File: config.mk
export PLATFORM = sky130hd
export DESIGN_NAME = modular_exponentiation
export DESIGN_NICKNAME = d
export VERILOG_FILES = /design/src/rtl/core/modexp_pkg.sv /design/src/rtl/core/modular_exponentiation.sv
export SDC_FILE = /design/constraint.sdc
export NUM_CORES = 1
export LEC_CHECK = 0
export BUFFER_PORTS_ARGS = -buffer_cell sky130_fd_sc_hd__buf_4
export CELL_PAD_IN_SITES_DETAIL_PLACEMENT = 0
export CELL_PAD_IN_SITES_GLOBAL_PLACEMENT = 1
export CORE_AREA = 2 2 223 225
export DETAILED_ROUTE_END_ITERATION = 7
export DIE_AREA = 0 0 225 227
export GPL_ROUTABILITY_DRIVEN = 1
export GPL_TIMING_DRIVEN = 1
export HOLD_SLACK_MARGIN = 0.02
export PLACE_DENSITY = 0.74
export SLEW_MARGIN = 10
export SYNTH_ARGS = -nofsm -noshare
export SYNTH_HDL_FRONTEND = slang
export SYNTH_SLANG_ARGS = --single-unit
export TNS_END_PERCENT = 10
File: constraint.sdc
create_clock -name clock -period 13.4 [get_ports clock]
set_clock_uncertainty 0.1 [all_clocks]
set_input_delay 0.67 -clock clock [delete_from_list [all_inputs] [get_ports clock]]
set_output_delay 0.67 -clock clock [all_outputs]
set_load 0.005 [all_outputs]
File: src/rtl/core/modexp_pkg.sv
// modexp_pkg: shared constants for the modular exponentiation core.
// No dependencies; imported by modular_exponentiation.
`timescale 1ns / 1ps

package modexp_pkg;

   // modulus value after reset (1e9 + 7), cut to the operand width by the core
   localparam logic [63:0] RESET_MODULUS = 64'd1000000007;

   // register index of the modulus in the CSR map
   localparam int unsigned REG_MODULUS = 0;

endpackage

File: src/rtl/core/modular_exponentiation.sv
// modular_exponentiation: right-to-left binary base^exponent mod modulus, one shared
// bit-serial modular multiply/accumulate unit; depends on modexp_pkg.
// Exponent zero: the result strobes in the cycle after start. Else: the base is reduced
// first unless the modulus is zero, then per bit a dispatch state and a multiply/square,
// no square after the top set bit, then the result strobe cycle.
// Start is accepted only while not busy; busy is high while a nonzero-exponent transaction is in work.
// Reset (synchronous) returns to idle and sets the modulus to 1e9+7 cut to the operand width; results cannot stall.
`timescale 1ns / 1ps

module modular_exponentiation
   import modexp_pkg::*;
#(
   parameter int OPERAND_WIDTH = 32
) (
   input  logic                     clock,
   input  logic                     reset,
   input  logic                     start,
   output logic                     busy,
   input  logic [OPERAND_WIDTH-1:0] req_base_value,
   input  logic [OPERAND_WIDTH-1:0] req_exponent,
   output logic                     rsp_valid,
   output logic [OPERAND_WIDTH-1:0] rsp_power_mod,
   input  logic                     csr_psel,
   input  logic                     csr_penable,
   input  logic                     csr_pwrite,
   input  logic [((OPERAND_WIDTH > 32) ? 4 : 3)-1:0] csr_paddr,
   input  logic [((OPERAND_WIDTH > 32) ? 64 : 32)-1:0] csr_pwdata,
   output logic [((OPERAND_WIDTH > 32) ? 64 : 32)-1:0] csr_prdata,
   output logic                     csr_pready
);

   localparam int W      = OPERAND_WIDTH;
   localparam int CSR_AW = (W > 32) ? 4 : 3;
   localparam int CSR_DW = (W > 32) ? 64 : 32;
   localparam int CNT_W  = $clog2(W);

   localparam logic [2:0] ST_IDLE = 3'd0;
   localparam logic [2:0] ST_RED  = 3'd1;
   localparam logic [2:0] ST_NEXT = 3'd2;
   localparam logic [2:0] ST_MUL  = 3'd3;
   localparam logic [2:0] ST_SQR  = 3'd4;

   logic [2:0]       state_ff, state_in;
   logic [W-1:0]     mod_ff, mod_in;
   logic [W-1:0]     mod_work_ff, mod_work_in;
   logic [W-1:0]     base_ff, base_in;
   logic [W-1:0]     exp_ff, exp_in;
   logic [W-1:0]     res_ff, res_in;
   logic [W-1:0]     acc_ff, acc_in;
   logic [W-1:0]     mul_x_ff, mul_x_in;
   logic [W-1:0]     mul_y_ff, mul_y_in;
   logic [CNT_W-1:0] cnt_ff, cnt_in;
   logic             rsp_valid_ff, rsp_valid_in;

   logic             accept;
   logic             csr_write;
   logic             csr_hit;
   logic             last_step;
   logic [W-1:0]     addend;
   logic [W+1:0]     sum, sum_m1, sum_m2, m_ext, m2_ext;
   logic [W-1:0]     step;
   logic [W-1:0]     exp_shr;

   assign busy          = (state_ff != ST_IDLE);
   assign accept        = start && !busy;
   assign rsp_valid     = rsp_valid_ff;
   assign rsp_power_mod = res_ff;

   // CSR port
   assign csr_pready = 1'b1;
   assign csr_hit    = (csr_paddr[CSR_AW-1] == 1'(REG_MODULUS));
   assign csr_write  = csr_psel && csr_penable && csr_pwrite && csr_pready && csr_hit;
   assign csr_prdata = csr_hit ? CSR_DW'(mod_ff) : '0;
   assign mod_in     = csr_write ? csr_pwdata[W-1:0] : mod_ff;

   // shared unit: acc <- (2*acc + ybit*x) mod m, inputs below m so the sum is below 3m
   assign addend = mul_y_ff[W-1] ? mul_x_ff : '0;
   assign sum    = {1'b0, acc_ff, 1'b0} + {2'b00, addend};
   assign m_ext  = {2'b00, mod_work_ff};
   assign m2_ext = {1'b0, mod_work_ff, 1'b0};
   assign sum_m1 = sum - m_ext;
   assign sum_m2 = sum - m2_ext;

   always_comb begin
      if (mod_work_ff == '0) begin
         step = sum[W-1:0];
      end else if (sum >= m2_ext) begin
         step = sum_m2[W-1:0];
      end else if (sum >= m_ext) begin
         step = sum_m1[W-1:0];
      end else begin
         step = sum[W-1:0];
      end
   end

   assign last_step = (cnt_ff == '0);
   assign exp_shr   = exp_ff >> 1;

   always_comb begin
      state_in     = state_ff;
      mod_work_in  = mod_work_ff;
      base_in      = base_ff;
      exp_in       = exp_ff;
      res_in       = res_ff;
      acc_in       = acc_ff;
      mul_x_in     = mul_x_ff;
      mul_y_in     = mul_y_ff;
      cnt_in       = cnt_ff;
      rsp_valid_in = 1'b0;

      unique case (state_ff) inside
         ST_IDLE: begin
            if (accept) begin
               base_in     = req_base_value;
               exp_in      = req_exponent;
               mod_work_in = mod_ff;
               if (req_exponent == '0) begin
                  res_in       = W'(1);
                  rsp_valid_in = 1'b1;
               end else begin
                  res_in = (mod_ff == W'(1)) ? '0 : W'(1);
                  if (mod_ff != '0) begin
                     acc_in   = '0;
                     mul_x_in = W'(1);
                     mul_y_in = req_base_value;
                     cnt_in   = CNT_W'(W - 1);
                     state_in = ST_RED;
                  end else begin
                     state_in = ST_NEXT;
                  end
               end
            end
         end
         ST_RED, ST_MUL, ST_SQR: begin
            acc_in   = step;
            mul_y_in = mul_y_ff << 1;
            cnt_in   = cnt_ff - 1'b1;
            if (last_step) begin
               acc_in = '0;
               cnt_in = CNT_W'(W - 1);
               if (state_ff == ST_RED) begin
                  base_in  = step;
                  state_in = ST_NEXT;
               end else if (state_ff == ST_MUL) begin
                  res_in = step;
                  if (exp_shr == '0) begin
                     rsp_valid_in = 1'b1;
                     state_in     = ST_IDLE;
                  end else begin
                     mul_x_in = base_ff;
                     mul_y_in = base_ff;
                     state_in = ST_SQR;
                  end
               end else begin
                  base_in  = step;
                  exp_in   = exp_shr;
                  state_in = ST_NEXT;
               end
            end
         end
         ST_NEXT: begin
            acc_in = '0;
            cnt_in = CNT_W'(W - 1);
            if (exp_ff == '0) begin
               rsp_valid_in = 1'b1;
               state_in     = ST_IDLE;
            end else if (exp_ff[0]) begin
               mul_x_in = res_ff;
               mul_y_in = base_ff;
               state_in = ST_MUL;
            end else begin
               mul_x_in = base_ff;
               mul_y_in = base_ff;
               state_in = ST_SQR;
            end
         end
         default: begin
            state_in = ST_IDLE;
         end
      endcase
   end

   always_ff @(posedge clock) begin
      if (reset) begin
         state_ff     <= ST_IDLE;
         rsp_valid_ff <= 1'b0;
         mod_ff       <= RESET_MODULUS[W-1:0];
      end else begin
         state_ff     <= state_in;
         rsp_valid_ff <= rsp_valid_in;
         mod_ff       <= mod_in;
      end
   end

   always_ff @(posedge clock) begin
      mod_work_ff <= mod_work_in;
      base_ff     <= base_in;
      exp_ff      <= exp_in;
      res_ff      <= res_in;
      acc_ff      <= acc_in;
      mul_x_ff    <= mul_x_in;
      mul_y_ff    <= mul_y_in;
      cnt_ff      <= cnt_in;
   end

`ifndef SYNTHESIS
   a_zero_exp: assert property (@(posedge clock) disable iff (reset)
      accept && (req_exponent == '0) |=> rsp_valid && (rsp_power_mod == W'(1)))
      else $error("exponent zero did not give 1");

   a_busy_after_accept: assert property (@(posedge clock) disable iff (reset)
      accept && (req_exponent != '0) |=> busy)
      else $error("nonzero exponent transaction did not raise busy");

   a_no_spurious_strobe: assert property (@(posedge clock) disable iff (reset)
      !busy && !accept |=> !rsp_valid)
      else $error("result strobe without a transaction");

   a_strobe_idle: assert property (@(posedge clock) disable iff (reset)
      rsp_valid |-> !busy)
      else $error("result strobe while busy");

   a_acc_reduced: assert property (@(posedge clock) disable iff (reset)
      ((state_ff == ST_RED) || (state_ff == ST_MUL) || (state_ff == ST_SQR))
      && (mod_work_ff != '0) |-> (acc_ff < mod_work_ff))
      else $error("accumulator not reduced below modulus");
`endif

endmodule
# Yosys cells after proc, flatten, opt, wreduce, memory -nomap -nowiden
# Index checks and enable logic that the tools add are counted.
totals:
  elab_cells: 126
  inputBits: 105
  out_inout_bits: 67
  register_bits: 265
op_classes:
  n_lt_le_gt_ge: 2
  n_addsub: 4
  n_reduce_logical: 24
  bitwise: 1
  muxes: 69
  eq_ne: 15
ops:
  columns: ["op", "count"]
  rows:
  - ["$mux 32", 38]
  - ["$pmux 32 s3", 3]
  - ["$pmux 32 s2", 3]
  - ["$logic_not 32->1", 4]
  - ["$sub 32x32->32", 2]
  - ["$add 33x32->34", 1]
  - ["$ge 34x32->1", 1]
  - ["$ge 34x33->1", 1]
  - ["$eq 32x1->1 const B", 1]
  - ["$reduce_bool 32->1", 1]
  - ["$mux 3", 8]
  - ["$mux 5", 4]
  - ["$ne 2x2->1 const B", 8]
  - ["$pmux 5 s3", 1]
  - ["$reduce_and 5->1", 3]
  - ["$mux 1", 9]
  - ["$pmux 3 s3", 1]
  - ["$reduce_and 9->1", 1]
  - ["$reduce_and 4->1", 2]
  - ["$eq 3x2->1 const B", 2]
  - ["$reduce_bool 3->1", 2]
  - ["$logic_not 5->1", 1]
  - ["$sub 5x1->5 const B", 1]
  - ["$logic_and 1x1->1", 4]
  - ["other kinds (13)", 13]

# Longest topological paths before layout
depth:
  ltp_word: 10
  mapped_depth: 25

# Worst setup path before layout
# Ideal clock, no wire load.
synth_path:
  kind: "flip-flop to flip-flop"
  start: "register mul_y_ff[31]"
  end: "register base_ff[4], data pin"
  setup_time_ps: 254
  stages_incl_launch_ff: 24
  path_buffers: 3
  setup_slack_ps: 7587
  arrival_time_ps: 5460
  path_cell_list: "edfxtp_1 > clkbuf_1 > and2_1 > ha_1 > o21ai_0 > nor2_1 > o41ai_1 > o21ai_0 > a221o_1 > a21oi_1 > xnor2_1 > ha_1 > nand2_2 > nor4_2 > or4b_4 > a31oi_4 > o31ai_2 > o211a_2 > or4_4 > buf_6 > buf_2 > o221ai_1 > nor2_1 > a21o_1"
synth_between:
  elab_chain_len: 10
synth_rtl:
  columns: ["item", "line", "rtl"]
  rows:
  - ["from (decl)", "modular_exponentiation.sv:51", "logic [W-1:0] mul_y_ff, mul_y_in;"]
  - ["from (signal assigned)", "modular_exponentiation.sv:202", "mul_y_ff <= mul_y_in;"]
  - ["$mux 32 (*)", "modular_exponentiation.sv:77", "assign addend = mul_y_ff[W-1] ? mul_x_ff : '0;"]
  - ["$add 33x32->34 (*)", "modular_exponentiation.sv:78", "assign sum = {1'b0, acc_ff, 1'b0} + {2'b00, addend};"]
  - ["$sub 32x32->32 or $ge 34x32->1 (tied branches)", "modular_exponentiation.sv:81, modular_exponentiation.sv:89", null]
  - ["$mux 32", "modular_exponentiation.sv:89", "end else if (sum >= m_ext) begin"]
  - ["$mux 32", "modular_exponentiation.sv:87", "end else if (sum >= m2_ext) begin"]
  - ["$mux 32 (*)", "modular_exponentiation.sv:85", "if (mod_work_ff == '0) begin"]
  - ["$mux 32", "modular_exponentiation.sv:144", "end else if (state_ff == ST_MUL) begin"]
  - ["$mux 32 (*)", "modular_exponentiation.sv:141", "if (state_ff == ST_RED) begin"]
  - ["$mux 32 (*)", "modular_exponentiation.sv:138", "if (last_step) begin"]
  - ["$pmux 32 s2 (*)", "modular_exponentiation.sv:111", "unique case (state_ff) inside"]
  - ["named net base_in[4]", "modular_exponentiation.sv:46", "logic [W-1:0] base_ff, base_in;"]
  - ["to (signal assigned)", "modular_exponentiation.sv:197", "base_ff <= base_in;"]
  - ["to (decl)", "modular_exponentiation.sv:46", null]
# Mark *: on every way through the listed nets, which the timed path passes. The rest lies on a longest branch. The select of a mux whose other input is x is not followed.
# A chain may end at the register's enable or synchronous reset.

# Worst setup path in the final report
layout_path:
  start: "register mul_y_ff[31]"
  end: "register base_ff[7], data pin"
# Same word-level chain as after synthesis.

==> out/qor.csv <==
metric,value,unit
outcome,finished with violations,
failing checks,DRC,
Final WS setup,5910,ps
Top delay family on crit path,compound AO/OA/AOI/OAI gates,
CTS tree,done,
"EDFF count, synth",229,
RSZ-0062 raised after global routing,no,
Hold EP,mod_ff[1],
clk root buf,clkbuf_16,
Mapped Area,16800,sq um
Slew @ Worst Pin,1190,ps
ys flop type,edfxtp_1,
leading area contributor after synthesis,edfxtp_1,
CP Cell Sequence,"and2_1, ha_1, a211oi_1, nor2_1, o41ai_1, o21ai_0, a221o_1, a21oi_1, o21ai_0, xor2_1, ha_1, o21ai_0, o2111ai_1, a221oi_1, nand2_1, nor3_1, nor3_1, buf_4, o21ai_1, buf_4, o22ai_1, a21oi_1, a21oi_1",
antenna-violating nets left,0,
global placement routability congestion,0.920,
part of the cycle the worst path needs,55.9,%
Max stage delay on crit path,880,ps
ranking of synthesized cells by area,"edfxtp_1, ha_1, nand2_1",
"FFs w/ async S/R, synth",0,%
# DRC,1,
Sink Count,265,
vias per inst,5.59,
Max Fclk,0.134,GHz
drt first pass iters,8,
grt ovf,0,
IO Port Bufs,168,
Buffers & Inverters on Critical Path,2,
setup bufs post-CTS,0,
Crit Path Category,flop to flop,
DIE HEIGHT,227,um
R2R setup slack,5910,ps
max_cap viols,0,
worst setup path startpoint,mul_y_ff[31],
nets,2073,
Max H-tree Level,1,
crit path max fanout,32,
overall routed net length,50700,um
hold_buf cts,0,
Yosys cell types,83,
Slew Limit Headroom,20.3,%
first-pass GRT wire length,77200,um
CP max stage cell,edfxtp_1,
setup_tns,0,ps
1st-iter DRT viols,1161,
max-slew violation count,0,
Ys Warns,0,
"Min Clock Period, post-route",7490,ps
Antenna diodes,0,
Critical Path RT,13620,ps
P&R area growth vs syn,17.1,%
largest net degree at the start of global routing,66,
Post-Synthesis Cells,1745,
post-DR wirelength/cell,20.2,um
Worst setup EP type,flop,
layout cell share with drive strength beyond 1,14.1,%
setup violators final,0,
share of Yosys cell area claimed by the top area cell type,40.8,%
Mapped Nets,1949,
R2R depth,23,
post-cts sizing count,0,
via count,14041,
Initial Util,34.7,%
pre-CTS setup slack,5870,ps
hold path start,csr_pwdata[1],
Worst Path Arrival,7710,ps
vias in the first global route,13880,
"Hold Violations, Final",0,
Hold WC Path Type,input pin to flop,
Rows,81,
"most common cell after layout, fill and taps aside",nand2_1,
Die W,225,um
All-Layer GR Usage,19.2,%
#FFs+latches synth,265,
Core Area,48500,sq um
most frequent cells in the layout,"nand2_1, edfxtp_1, buf_4",
Clock transition at path regs,60,ps
clock latency at the later pin of the worst-skew pair,590,ps
register area share after synthesis,45.1,%
CTS Buffer Depth,3,
Synth Area per Inst,9.66,sq um
r2r startpoint,mul_y_ff[31],
initial antenna violation count,0,
CP Depth,23,
CTS buffer count,30,
total die area,51100,sq um
DP HPWL,38300,um
top-level I/O count,172,
reg-to-reg critical path endpoint,base_ff[7],
hold path cells,3,
Startpoint Class,flop,
layer usage:
metal  up-vias  wire length [um]  GRT usage (%)
li1       6789                 -              -
met1      6792             20900           23.3
met2       368             26300           36.0
met3        92              2000           2.13
met4         0              1500           5.32
met5         -                 0              0
metrics by stage:
| step | hold slack [ps] | utilization (%) | cells | cell area (sq um) |
|---|---|---|---|---|
| CTS | 180 | 40.6 | 2514 | 19700 |
| global placement | 379 | 38.6 | 2459 | 18700 |
| detailed placement | 380 | 38.6 | 2459 | 18700 |
| floorplan | 345 | - | 1745 | 16800 |
| global route | 198 | 40.6 | 2514 | 19700 |
| finish | 198 | 40.6 | 2514 | 19700 |
worst register-to-register path: stages, from the launching register on:
cell and delay, ps:
edfxtp_1 880, and2_1 310, ha_1 260, a211oi_1 300
nor2_1 120, o41ai_1 510, o21ai_0 300, a221o_1 360
a21oi_1 220, o21ai_0 140, xor2_1 350, ha_1 360
o21ai_0 240, o2111ai_1 140, a221oi_1 410, nand2_1 110
nor3_1 220, nor3_1 90, buf_4 190, o21ai_1 650
buf_4 330, o22ai_1 110, a21oi_1 410, a21oi_1 140
sequential cells by signal, indices dropped and copies added, names as in the netlist, 32 cells and up:
signal and cells:
base_ff 32, mul_y_ff 32, mod_ff 32, mul_x_ff 32, exp_ff 32, acc_ff 32
mod_work_ff 32, rsp_power_mod 32
Yosys cell counts, types with 32 or more instances:
cell,number
nand2_1,241
edfxtp_1,229
a21oi_1,110
ha_1,96
inv_1,96
nor2_1,86
clkbuf_1,78
a21o_1,60
o21ai_0,54
and2_1,51
xnor2_1,50
nor4_1,44
nor2b_1,42
nand3_1,37
dfxtp_1,36
xor2_1,33
a22o_1,32
cell families after synthesis:
| logic type | share of synthesized area, % |
|---|---|
| AND/OR/NAND/NOR | 18.1 |
| multiplexers | 0.490 |
| buffers and inverters | 4.37 |
| flip-flops | 45.1 |
| XOR/XNOR | 4.31 |
| adder cells (fa/ha/maj) | 7.49 |
| other | 0.0223 |
| AO/OA/AOI/OAI | 20.1 |
layout make-up:
class	instances	area, sq um
sequential	265	7600
clock buffer	41	866
timing repair buffer	186	1400
multi-input combinational	1290	8590
clock inverter	14	140
inverter	96	360
tap	622	778
fill	4798	28800
worst max-delay path by stage:
stage,endpoint
finish,base_ff[7]
global route,base_ff[7]
CTS,base_ff[7]
detailed placement,base_ff[7]
global placement,base_ff[7]
floorplan,base_ff[4]
Power is left out: the tool's default activity adds up to more than one toggle a clock period on the data nets, which glitch-free logic cannot reach.
